<file path="src/rtl/ptts_pkg.sv">
// ptts_pkg: shared types, constants and helper functions for the periodic task table scheduler
// no dependencies; imported by ptts_seq, ptts_outreg and the top level
package ptts_pkg;

  localparam int TASK_SLOTS  = 8;
  localparam int MAX_RESULTS = 8;

  // slot index width, counter width (holds TASK_SLOTS), result counter width
  localparam int IW = (TASK_SLOTS > 1) ? $clog2(TASK_SLOTS) : 1;
  localparam int CW = $clog2(TASK_SLOTS + 1);
  localparam int NW = $clog2(MAX_RESULTS + 1);

  localparam logic [6:0] SLOTS_W   = 7'(TASK_SLOTS);
  localparam logic [3:0] SLOT_NONE = SLOTS_W[3:0];

  typedef enum logic [1:0] {
    OP_TICK = 2'd0,
    OP_ADD  = 2'd1,
    OP_DEL  = 2'd2,
    OP_DISP = 2'd3
  } op_t;

  typedef enum logic [1:0] {
    ST_OK     = 2'd0,
    ST_FULL   = 2'd1,
    ST_EMPTY  = 2'd2,
    ST_BADIDX = 2'd3
  } status_t;

  // one table entry as kept in the slot memory
  typedef struct packed {
    logic [15:0] tag;
    logic [15:0] countdown;
    logic [15:0] period;
  } entry_t;

  // one result word toward the output register
  typedef struct packed {
    logic [3:0]  slot;
    logic [15:0] tag;
    status_t     status;
    logic        is_last;
  } res_t;

  function automatic logic [IW-1:0] lowest_set(input logic [TASK_SLOTS-1:0] v);
    logic [IW-1:0] r;
    r = '0;
    for (int i = TASK_SLOTS - 1; i >= 0; i--) begin
      if (v[i]) r = IW'(i);
    end
    return r;
  endfunction

  // slot numbers are masked to the 4-bit result field
  function automatic logic [3:0] to_slot(input logic [IW-1:0] i);
    logic [IW+3:0] w;
    w = {4'b0000, i};
    return w[3:0];
  endfunction

endpackage

</file>
<file path="src/rtl/ptts_ram.sv">
// ptts_ram: generic single-clock ram, one write port and one registered read port
// no dependencies
module ptts_ram #(
  parameter int WIDTH = 8,
  parameter int DEPTH = 8,
  localparam int AW = (DEPTH > 1) ? $clog2(DEPTH) : 1
) (
  input  logic             clk,
  input  logic             we,
  input  logic [AW-1:0]    waddr,
  input  logic [WIDTH-1:0] wdata,
  input  logic [AW-1:0]    raddr,
  output logic [WIDTH-1:0] rdata
);

  logic [WIDTH-1:0] mem [DEPTH];

  always_ff @(posedge clk) begin
    if (we) mem[waddr] <= wdata;
    rdata <= mem[raddr];
  end

endmodule

</file>
<file path="src/rtl/ptts_seq.sv">
// ptts_seq: sequencer that runs tick, add, delete and dispatch over the slot memory
// depends on ptts_pkg; drives ptts_ram and the output register
module ptts_seq (
  input  logic                   clk,
  input  logic                   rst,
  input  logic                   req_valid,
  output logic                   req_stall,
  input  ptts_pkg::op_t          operation,
  input  logic [15:0]            task_tag,
  input  logic [15:0]            first_delay,
  input  logic [15:0]            repeat_period,
  input  logic [5:0]             slot_index,
  output logic [ptts_pkg::IW-1:0] raddr,
  input  ptts_pkg::entry_t       rdata,
  output logic                   we,
  output logic [ptts_pkg::IW-1:0] waddr,
  output ptts_pkg::entry_t       wdata,
  output ptts_pkg::res_t         res,
  output logic                   res_load,
  input  logic                   res_ready
);
  import ptts_pkg::*;

  typedef enum logic [2:0] {
    S_IDLE,
    S_TICK,
    S_ADD,
    S_DEL,
    S_FIND,
    S_EMIT
  } state_t;

  state_t               state;
  logic [CW-1:0]        rd_cnt;
  logic                 pv;
  logic [IW-1:0]        pidx;
  logic [IW-1:0]        sel;
  logic [NW-1:0]        n_cnt;
  logic [TASK_SLOTS-1:0] valid;
  logic [TASK_SLOTS-1:0] due;
  entry_t               item;
  logic [5:0]           idx_r;

  logic [TASK_SLOTS-1:0] pending;
  logic [TASK_SLOTS-1:0] free;
  logic [TASK_SLOTS-1:0] sel_bit;
  logic [TASK_SLOTS-1:0] rest;
  logic                 idx_ok;
  logic                 last_disp;
  logic                 scan_done;
  logic [IW-1:0]        free_idx;
  logic [IW-1:0]        pend_idx;

  assign pending   = due & valid;
  assign free      = ~valid;
  assign free_idx  = lowest_set(free);
  assign pend_idx  = lowest_set(pending);
  assign idx_ok    = {1'b0, idx_r} < SLOTS_W;
  assign scan_done = rd_cnt == CW'(TASK_SLOTS);
  assign req_stall = state != S_IDLE;

  always_comb begin
    sel_bit      = '0;
    sel_bit[sel] = 1'b1;
  end

  assign rest      = pending & ~sel_bit;
  assign last_disp = (rest == '0) || (n_cnt == NW'(MAX_RESULTS - 1));

  // read address: scan counter on tick, search result while looking, held slot on emit
  always_comb begin
    case (state)
      S_TICK:  raddr = rd_cnt[IW-1:0];
      S_FIND:  raddr = pend_idx;
      default: raddr = sel;
    endcase
  end

  always_comb begin
    we    = 1'b0;
    waddr = pidx;
    wdata = rdata;
    case (state)
      S_TICK: begin
        we = pv && valid[pidx];
        if (rdata.countdown == 16'd0) wdata.countdown = rdata.period;
        else wdata.countdown = rdata.countdown - 16'd1;
      end
      S_ADD: begin
        we    = res_ready && (free != '0);
        waddr = free_idx;
        wdata = item;
      end
      default: ;
    endcase
  end

  always_comb begin
    res      = '{slot: SLOT_NONE, tag: 16'd0, status: ST_OK, is_last: 1'b1};
    res_load = 1'b0;
    case (state)
      S_ADD: begin
        res_load = res_ready;
        if (free != '0) res.slot = to_slot(free_idx);
        else res.status = ST_FULL;
      end
      S_DEL: begin
        res_load = res_ready;
        if (!idx_ok) res.status = ST_BADIDX;
        else if (!valid[idx_r[IW-1:0]]) res.status = ST_EMPTY;
      end
      S_FIND: begin
        // nothing due: a single empty word
        res_load = res_ready && (pending == '0);
      end
      S_EMIT: begin
        res_load    = res_ready;
        res.slot    = to_slot(sel);
        res.tag     = rdata.tag;
        res.is_last = last_disp;
      end
      default: ;
    endcase
  end

  always_ff @(posedge clk) begin
    if (rst) begin
      state  <= S_IDLE;
      rd_cnt <= '0;
      pv     <= 1'b0;
      n_cnt  <= '0;
      valid  <= '0;
      due    <= '0;
    end else begin
      case (state)
        S_IDLE: begin
          if (req_valid) begin
            item   <= '{tag: task_tag, countdown: first_delay, period: repeat_period};
            idx_r  <= slot_index;
            rd_cnt <= '0;
            pv     <= 1'b0;
            n_cnt  <= '0;
            case (operation)
              OP_TICK: state <= S_TICK;
              OP_ADD:  state <= S_ADD;
              OP_DEL:  state <= S_DEL;
              default: state <= S_FIND;
            endcase
          end
        end
        S_TICK: begin
          // read of slot k overlaps write-back of slot k-1
          if (!scan_done) begin
            pidx   <= rd_cnt[IW-1:0];
            pv     <= 1'b1;
            rd_cnt <= rd_cnt + 1'b1;
          end else begin
            pv <= 1'b0;
          end
          if (pv && valid[pidx] && (rdata.countdown == 16'd0)) due[pidx] <= 1'b1;
          if (pv && scan_done) state <= S_IDLE;
        end
        S_ADD: begin
          if (res_ready) begin
            if (free != '0) begin
              valid[free_idx] <= 1'b1;
              due[free_idx]   <= 1'b0;
            end
            state <= S_IDLE;
          end
        end
        S_DEL: begin
          if (res_ready) begin
            if (idx_ok) begin
              valid[idx_r[IW-1:0]] <= 1'b0;
              due[idx_r[IW-1:0]]   <= 1'b0;
            end
            state <= S_IDLE;
          end
        end
        S_FIND: begin
          if (pending != '0) begin
            sel   <= pend_idx;
            state <= S_EMIT;
          end else if (res_ready) begin
            state <= S_IDLE;
          end
        end
        S_EMIT: begin
          if (res_ready) begin
            due[sel] <= 1'b0;
            if (rdata.period == 16'd0) valid[sel] <= 1'b0;
            n_cnt <= n_cnt + 1'b1;
            state <= last_disp ? S_IDLE : S_FIND;
          end
        end
        default: state <= S_IDLE;
      endcase
    end
  end

  a_due_valid: assert property (@(posedge clk) disable iff (rst)
    (due & ~valid) == '0)
    else $error("due flag set on a free slot");

  a_we_state: assert property (@(posedge clk) disable iff (rst)
    we |-> (state == S_TICK || state == S_ADD))
    else $error("memory write outside tick or add");

  a_no_overrun: assert property (@(posedge clk) disable iff (rst)
    res_load |-> res_ready)
    else $error("result word loaded into a full output register");

  a_sel_hold: assert property (@(posedge clk) disable iff (rst)
    (state == S_EMIT && $past(state == S_EMIT)) |-> $stable(sel))
    else $error("dispatch slot changed while its word waits");

  a_scan_range: assert property (@(posedge clk) disable iff (rst)
    state == S_TICK |-> rd_cnt <= CW'(TASK_SLOTS))
    else $error("tick scan ran past the table");

endmodule

</file>
<file path="src/rtl/ptts_outreg.sv">
// ptts_outreg: output register that holds one result word until the receiver takes it
// depends on ptts_pkg
module ptts_outreg (
  input  logic           clk,
  input  logic           rst,
  input  logic           load,
  input  ptts_pkg::res_t res,
  output logic           ready,
  output logic           rsp_valid,
  input  logic           rsp_stall,
  output logic [3:0]     slot,
  output logic [15:0]    tag_out,
  output logic [1:0]     status,
  output logic           is_last
);
  import ptts_pkg::*;

  res_t hold;

  assign ready   = !rsp_valid || !rsp_stall;
  assign slot    = hold.slot;
  assign tag_out = hold.tag;
  assign status  = hold.status;
  assign is_last = hold.is_last;

  always_ff @(posedge clk) begin
    if (rst) begin
      rsp_valid <= 1'b0;
    end else if (load) begin
      rsp_valid <= 1'b1;
    end else if (!rsp_stall) begin
      rsp_valid <= 1'b0;
    end
    if (load) hold <= res;
  end

endmodule

</file>
<file path="src/rtl/periodic_task_table_scheduler.sv">
// periodic_task_table_scheduler: top level of the task table scheduler
// depends on ptts_pkg, ptts_ram, ptts_seq and ptts_outreg
//
// request channel (req_valid / req_stall) carries one command word: tick, add
// task, delete task or dispatch due tasks. response channel (rsp_valid /
// rsp_stall) carries result words; is_last marks the final word of a command.
// tick gives no word; add and delete give one; dispatch gives one word per due
// slot in slot order, or a single empty word when nothing is due.
// one command is in work at a time; req_stall is high until it is done.
// how each command proceeds:
//   tick      one slot per cycle through the slot memory read port, the
//             write-back of a slot overlapping the next read
//   add, del  table update and result word load together
//   dispatch  memory read, then emit, for each due slot in turn
// each result word appears the cycle after the sequencer loads it.
// when the receiver stalls, the word waits in the output register and the
// sequencer holds until it can load the next one; nothing is dropped.
// synchronous reset frees every slot at once; no clearing pass is needed.
module periodic_task_table_scheduler (
  input  logic        clk,
  input  logic        rst,
  input  logic        req_valid,
  output logic        req_stall,
  input  logic [1:0]  operation,
  input  logic [15:0] task_tag,
  input  logic [15:0] first_delay,
  input  logic [15:0] repeat_period,
  input  logic [5:0]  slot_index,
  output logic        rsp_valid,
  input  logic        rsp_stall,
  output logic [3:0]  slot,
  output logic [15:0] tag_out,
  output logic [1:0]  status,
  output logic        is_last
);
  import ptts_pkg::*;

  logic [IW-1:0]         raddr;
  logic [IW-1:0]         waddr;
  logic                  we;
  entry_t                wdata;
  entry_t                rdata;
  logic [$bits(entry_t)-1:0] ram_rdata;
  res_t                  res;
  logic                  res_load;
  logic                  res_ready;

  assign rdata = entry_t'(ram_rdata);

  ptts_ram #(
    .WIDTH ($bits(entry_t)),
    .DEPTH (TASK_SLOTS)
  ) u_ram (
    .clk   (clk),
    .we    (we),
    .waddr (waddr),
    .wdata (wdata),
    .raddr (raddr),
    .rdata (ram_rdata)
  );

  ptts_seq u_seq (
    .clk           (clk),
    .rst           (rst),
    .req_valid     (req_valid),
    .req_stall     (req_stall),
    .operation     (op_t'(operation)),
    .task_tag      (task_tag),
    .first_delay   (first_delay),
    .repeat_period (repeat_period),
    .slot_index    (slot_index),
    .raddr         (raddr),
    .rdata         (rdata),
    .we            (we),
    .waddr         (waddr),
    .wdata         (wdata),
    .res           (res),
    .res_load      (res_load),
    .res_ready     (res_ready)
  );

  ptts_outreg u_outreg (
    .clk       (clk),
    .rst       (rst),
    .load      (res_load),
    .res       (res),
    .ready     (res_ready),
    .rsp_valid (rsp_valid),
    .rsp_stall (rsp_stall),
    .slot      (slot),
    .tag_out   (tag_out),
    .status    (status),
    .is_last   (is_last)
  );

endmodule
</file>
<file path="config.mk">
export PLATFORM = sky130hd
export DESIGN_NAME = periodic_task_table_scheduler
export DESIGN_NICKNAME = d
export VERILOG_FILES = /design/src/rtl/ptts_pkg.sv /design/src/rtl/ptts_ram.sv /design/src/rtl/ptts_seq.sv /design/src/rtl/ptts_outreg.sv /design/src/rtl/periodic_task_table_scheduler.sv
export SDC_FILE = /design/constraint.sdc
export NUM_CORES = 1
export LEC_CHECK = 0
export BUFFER_PORTS_ARGS = -buffer_cell sky130_fd_sc_hd__buf_2
export CELL_PAD_IN_SITES_DETAIL_PLACEMENT = 1
export CELL_PAD_IN_SITES_GLOBAL_PLACEMENT = 2
export CORE_AREA = 2 2 287 176
export CTS_CLUSTER_SIZE = 30
export DETAILED_ROUTE_END_ITERATION = 12
export DIE_AREA = 0 0 289 178
export PLACE_DENSITY_LB_ADDON = 0.2
export REMOVE_ABC_BUFFERS = 1
export SKIP_LAST_GASP = 1
export SYNTH_ARGS = -nofsm -noshare
export SYNTH_HDL_FRONTEND = slang
export SYNTH_SLANG_ARGS = --single-unit
</file>
<file path="constraint.sdc">
create_clock -name clk -period 5.4 [get_ports clk]
set_input_delay 0.54 -clock clk [delete_from_list [all_inputs] [get_ports clk]]
set_output_delay 0.54 -clock clk [all_outputs]
set_load 0.05 [all_outputs]
</file>
### After elaboration in Yosys (flattened, before gate mapping)

Memory sizes are Yosys's and may differ from the RTL's. A register that Yosys moved wholly into a read port is not among the register bits.
Index checks and enable logic that the tools add are counted.

| storage, ports and cells | value |
|---|---|
| bits in registers | 112 |
| ROM bits | 0 |
| bits in writable memories | 384 |
| memories | 1 |
| input bits | 60 |
| output and inout port bits | 25 |
| bits in latches | 0 |

| operators by class | value |
|---|---|
| reductions and logical operators | 37 |
| divide/modulo/power cells | 0 |
| order comparisons | 9 |
| shift operators | 0 |
| bitwise gates (word level) | 15 |
| $add $sub $neg | 3 |
| multiply operators | 0 |
| eq/ne operators | 20 |
| multiplexer cells | 76 |

Memory list:

| name | depth | width | rd ports | clocked after Yosys merged registers in | wr ports | line | RTL |
|---|---|---|---|---|---|---|---|
| u_ram.mem | 8 | 48 | 1 | 1 | 1 | ptts_ram.sv:16 | `logic [WIDTH-1:0] mem [DEPTH];` |

Operators by type and width:

| operator | number |
|---|---|
| 8-bit two-way mux | 12 |
| 3-bit two-way mux | 23 |
| 8-bit AND | 7 |
| 16-bit two-way mux | 3 |
| 16-bit zero test | 2 |
| 8-bit inverter | 4 |
| 16-bit one-hot mux with 2 select lines | 1 |
| 8-bit one-hot mux with 4 select lines | 1 |
| 4-bit one-hot mux with 2 select lines | 3 |
| 8-bit one-hot mux with 3 select lines | 1 |
| 2-bit by 1-bit != test with 1-bit output, second input constant | 9 |
| 3-bit AND reduction | 6 |
| 8-bit zero test | 2 |
| 3-bit by 4-bit < comparator with 1-bit output, second input constant | 4 |
| 4-bit two-way mux | 4 |
| 8-bit bitwise OR | 2 |
| 8-bit nonzero test | 2 |
| 16-bit by 1-bit subtractor with 16-bit output, second input constant | 1 |
| 3-bit one-hot mux with 5 select lines | 1 |
| 7-bit AND reduction | 2 |
| 1-bit two-way mux | 13 |
| 1-bit demux with 3-bit select | 4 |
| 3-bit by 1-bit >= comparator with 1-bit output, second input constant | 4 |
| 1-bit logical AND | 9 |
| 27 further kinds | 40 |

### Longest topological paths before layout

| depth | value |
|---|---|
| depth after elaboration | 18 |
| depth in mapped cells | 10 |
| mapped depth without buffers | 8 |

### By module

A second synthesis with hierarchy kept.

| second synthesis, totals | value |
|---|---|
| cells, all modules | 1,287 |
| area total of the unflattened synthesis | 21,863.5 µm² |

Modules (own cells, without submodules):

| module | times used | area an instance (µm²) | cells an instance |
|---|---|---|---|
| ptts_ram | 1 | 15,620.0 | 616 |
| ptts_seq | 1 | 5,520.3 | 644 |
| ptts_outreg | 1 | 723.2 | 27 |

### Worst setup path before layout

Ideal clock, no wire load.

| path | value |
|---|---|
| path type | flip-flop to flip-flop |
| start | register u_seq.state[1] |
| end | memory u_ram.mem[2][0] (netlist bit), enable pin |
| cell stages (with the launch flop) | 8 |
| data arrival time | 3,683 ps |
| path slack | 1,264 ps |
| data required time | 4,946 ps |
| clock period less this slack | 4,136 ps |
| cell sequence | dfxtp_1 clkbuf_1 nor3b_2 o31ai_1 nor3_1 a21o_1 nand2_1 nor2_1 |

| on the way | value |
|---|---|
| word-level cells in the longest chain between the ends | 4 |

Ends and longest elaborated chain:

| item | line | RTL |
|---|---|---|
| start: declaration | ptts_seq.sv:33 | `state_t state;` |
| start signal: assignment | ptts_seq.sv:194 | `state <= last_disp ? S_IDLE : S_FIND;` |
| 3-bit by 2-bit == test with 1-bit output / 3-bit by 1-bit == test with 1-bit output (equally long branches) | ptts_seq.sv:83 | `case (state)` |
| 1-bit one-hot mux with 2 select lines | ptts_seq.sv:83 |  |
| 1-bit two-way mux | ptts_ram.sv:19 | `if (we) mem[waddr] <= wdata;` |
| 1-bit two-way mux (not written as such) | ptts_ram.sv:19 |  |
| end: declaration | ptts_ram.sv:16 |  |

Several ways; a longest one is shown, not always the timed one.

### Final worst setup path

| path | value |
|---|---|
| start | register u_seq.valid[4] |
| end | register u_ram.rdata[21] (read register of u_ram.mem) |

| on the way | value |
|---|---|
| word-level cells in the longest chain between the ends | 7 |

Ends and longest elaborated chain:

| item | line | RTL |
|---|---|---|
| start: declaration | ptts_seq.sv:39 | `logic [TASK_SLOTS-1:0] valid;` |
| start signal: assignment | ptts_seq.sv:132 | `valid <= '0;` |
| start signal: indexed assignment | ptts_seq.sv:166 | `valid[free_idx] <= 1'b1;` |
| start signal: indexed assignment | ptts_seq.sv:175 | `valid[idx_r[IW-1:0]] <= 1'b0;` |
| 8-bit AND | ptts_seq.sv:54 | `assign pending = due & valid;` |
| 3-bit two-way mux (5 in a row) | ptts_pkg.sv:49 | `if (v[i]) r = IW'(i);` |
| 3-bit one-hot mux with 2 select lines | ptts_seq.sv:72 | `case (state)` |
| end: declaration | ptts_ram.sv:13 | `output logic [WIDTH-1:0] rdata` |

Every way passes these cells.
A chain may end at the register's enable or synchronous reset.

==> impl_metrics.yaml <==
floorplan:
  ioPinCount: 85
  rows: 63
  dieArea_um2: 51400
  initial_core_util_pct: 44.7
  fp.dieW_um: 289
  fp.dieH_um: 178
  coreArea_um2: 48700
setup_path:
  cpPeakStageDelay_ps: 890
  cp.arrival_ps: 4300
  r2r_cells: 7
  cp_slowest_cell: "a221oi_1"
  ff2ff_setup_slack_ps: 1520
  cp.required_ps: 5820
  critPathLaunchType: "flip-flop"
  r2r-end: "u_ram.rdata[21]"
  crit_chain: "nand2_1, a221oi_1, o21a_4, buf_12, nand2_1, a32o_1, a221oi_1"
  worst-path-max-fanout: 49
  critical_path.startpoint: "u_seq.valid[4]"
  r2r-start: "u_seq.valid[4]"
  crit_buf_inv: 1
  worst-path-stages: 7
  critPathKind: "flip-flop to flip-flop"
  crit_family: "compound AO/OA/AOI/OAI gates"
  endpoint: "u_ram.rdata[21]"
  critPathCaptureType: "flip-flop"
synth:
  synthArstFlopShare_pct: 0
  synth_edf_count: 467
  synth_common_cells: "467 x edfxtp_1, 246 x nand2_1, 149 x mux2i_1"
  syn_avg_cell_area_um2: 14.2
  netlist.area_leader.share_pct: 64.4
  yosys_register_bits: 544
  synth.distinct_cells: 68
  ys.warnings.count: 0
  synth_area_leaders: "edfxtp_1 64%, dfxtp_1 7.1%, mux2i_1 6.9%"
  synth.largest_area_cell: "edfxtp_1"
  yosys.cell_count.top_type: "edfxtp_1"
  synthFlopType: "edfxtp_1"
  ys_seq_area_share_pct: 71.5
  synthCells: 1529
  synth_area_um2: 21800
layout:
  regArea_um2: 15600
  multiInputGateArea_um2: 5850
  final_area_um2: 24800
  antenna_cells: 0
  area_delta_synth_final_pct: 14.0
  fin_util_pct: 50.9
  fin_nets: 1669
  fillerInstances: 4778
  layout-drive-gt1-share_pct: 14.1
grt:
  antenna_found_initial: 1
  grt_pass1_wl_um: 87800
  grt.total_usage_pct: 23.0
  grt_max_degree: 50
  grt_pass1_vias: 13700
  grt-ovfl-total: 0
routing:
  met1Wirelength_um: 28600
  top_layer: "met4"
  vias: 13400
  wl_met3_um: 3960
  drc_errors: 0
  ant_nets: 0
  wl_met2_um: 25100
  drt_first_pass_iters: 5
  wire_per_inst_um: 25.5
  drt_iter0_drc: 1068
  finalWirelength_um: 58500
  vias_per_cell: 5.85
placed_design:
  gp_congestion: 0.885
  placed_area_um2: 23100
  dp_hpwl_um: 36000
  io_buffer_count: 84
  pre_cts_ws_ps: 1550
cts:
  cts_buffer_depth: 3
  clk_pin_slew_ps: 60
  clock_latency_ps: 600
  clock_sinks: 544
  cts_tree: "yes"
  hold_buffers: 0
  ctsResizeCount: 0
  htree_levels: 2
  cts_setup_buffers: 0
  cts_buffers: 50
  cts_root_buf: "clkbuf_16"
pwr:
  powerDensity_nw_per_um2: 384
  p_leak_nw: 8.76
  ir_drop_uv: 276
  power_mw: 9.52
run:
  cap_violations: 0
timing:
  grt_setup_unrepaired: "false"
  period_share_pct: 71.8
  finalHoldViolCount: 0
  worstMarginPinSlew_ps: 1190
  fin_ws_ps: 1520
  setup_viol: 0
  slew-limit-headroom_pct: 19.5
  drv_slew: 0
  fmax_ghz: 0.258
  whs_ps: 118
  final.setup_skew_ps: 27.0
  post-route-min-period_ps: 3880
outcome:
  status: "finished clean"
hold_path:
  hold_class: "primary input to flip-flop"
worst min path at each step:
stage,from,cells after the start,endpoint,slack [ps]
floorplan,u_seq.rd_cnt[3],2,u_seq.rd_cnt[3],470
global placement,u_seq.rd_cnt[3],2,u_seq.rd_cnt[3],490
detailed placement,u_seq.rd_cnt[3],2,u_seq.rd_cnt[3],500
CTS,repeat_period[9],1,u_seq.item[9],90
global route,repeat_period[11],1,u_seq.item[11],90
finish,repeat_period[11],1,u_seq.item[11],120
final cells by class:
class / count / share of cell area [%]
inverter: 17 / 0.257
multi-input combinational: 870 / 23.6
timing repair buffer: 119 / 3.11
sequential: 544 / 62.7
clock inverter: 33 / 1.61
tap: 650 / 3.28
clock buffer: 61 / 5.42
cell usage in the layout (no fill, tap or decap), types with 23 or more instances in the layout:
master | netlist | routed
nor2_1 | 56 | 42
mux2i_1 | 149 | 149
o21ai_0 | 43 | 43
buf_2 | 25 | 84
nand2_1 | 246 | 245
clkbuf_16 | 0 | 51
edfxtp_1 | 467 | 467
a221oi_1 | 53 | 53
dfxtp_1 | 77 | 77
a21oi_1 | 35 | 35
nor3_1 | 24 | 23
buf_4 | 4 | 28
a32o_1 | 48 | 48
through the flow:
step / std cells / setup TNS (ps)
final: 2294 / 0
after global routing: 2294 / 0
after CTS: 2294 / 0
after detailed placement: 2200 / 0
after global placement: 2200 / 0
after floorplan: 1431 / -179360
kinds of logic (layout without fill, tap and decap cells):
group / after synthesis / after routing / share of synthesized area (%)
flops: 544 / 544 / 71.5
compound gates: 273 / 273 / 9.58
mux: 149 / 149 / 6.85
xor+xnor: 9 / 9 / 0.362
buf+inv: 115 / 230 / 2.20
fa+ha+maj: 7 / 7 / 0.402
simple gates: 432 / 432 / 9.09
state kept, by name, summed over array words and instances, names as in the netlist, 4 cells and up:
register          count
u_seq.item           48
u_outreg.slot         4
u_seq.rd_cnt          4
u_outreg.tag_out     16
u_seq.n_cnt           4
u_seq.valid           8
u_ram.mem           384
u_seq.idx_r           6
u_seq.due             8
u_ram.rdata          48
worst reg2reg max path, cell delays in order (launching register included):
cell,delay (ps)
dfxtp_1,590
nand2_1,150
a221oi_1,890
o21a_4,770
buf_12,430
nand2_1,150
a32o_1,270
a221oi_1,470
power by group:
group          switching (mW)  internal, mW
registers               0.128          4.82
logic                   0.568         0.231
clock network            1.61          2.17
per-layer routing:
layer  vias to the layer above  GRT usage [%]
li1                       6055              -
met1                      6891           36.0
met2                       409           33.4
met3                        71           4.26
met4                         0           4.62
met5                         -              0
Power figures use the tool's default switching activity.
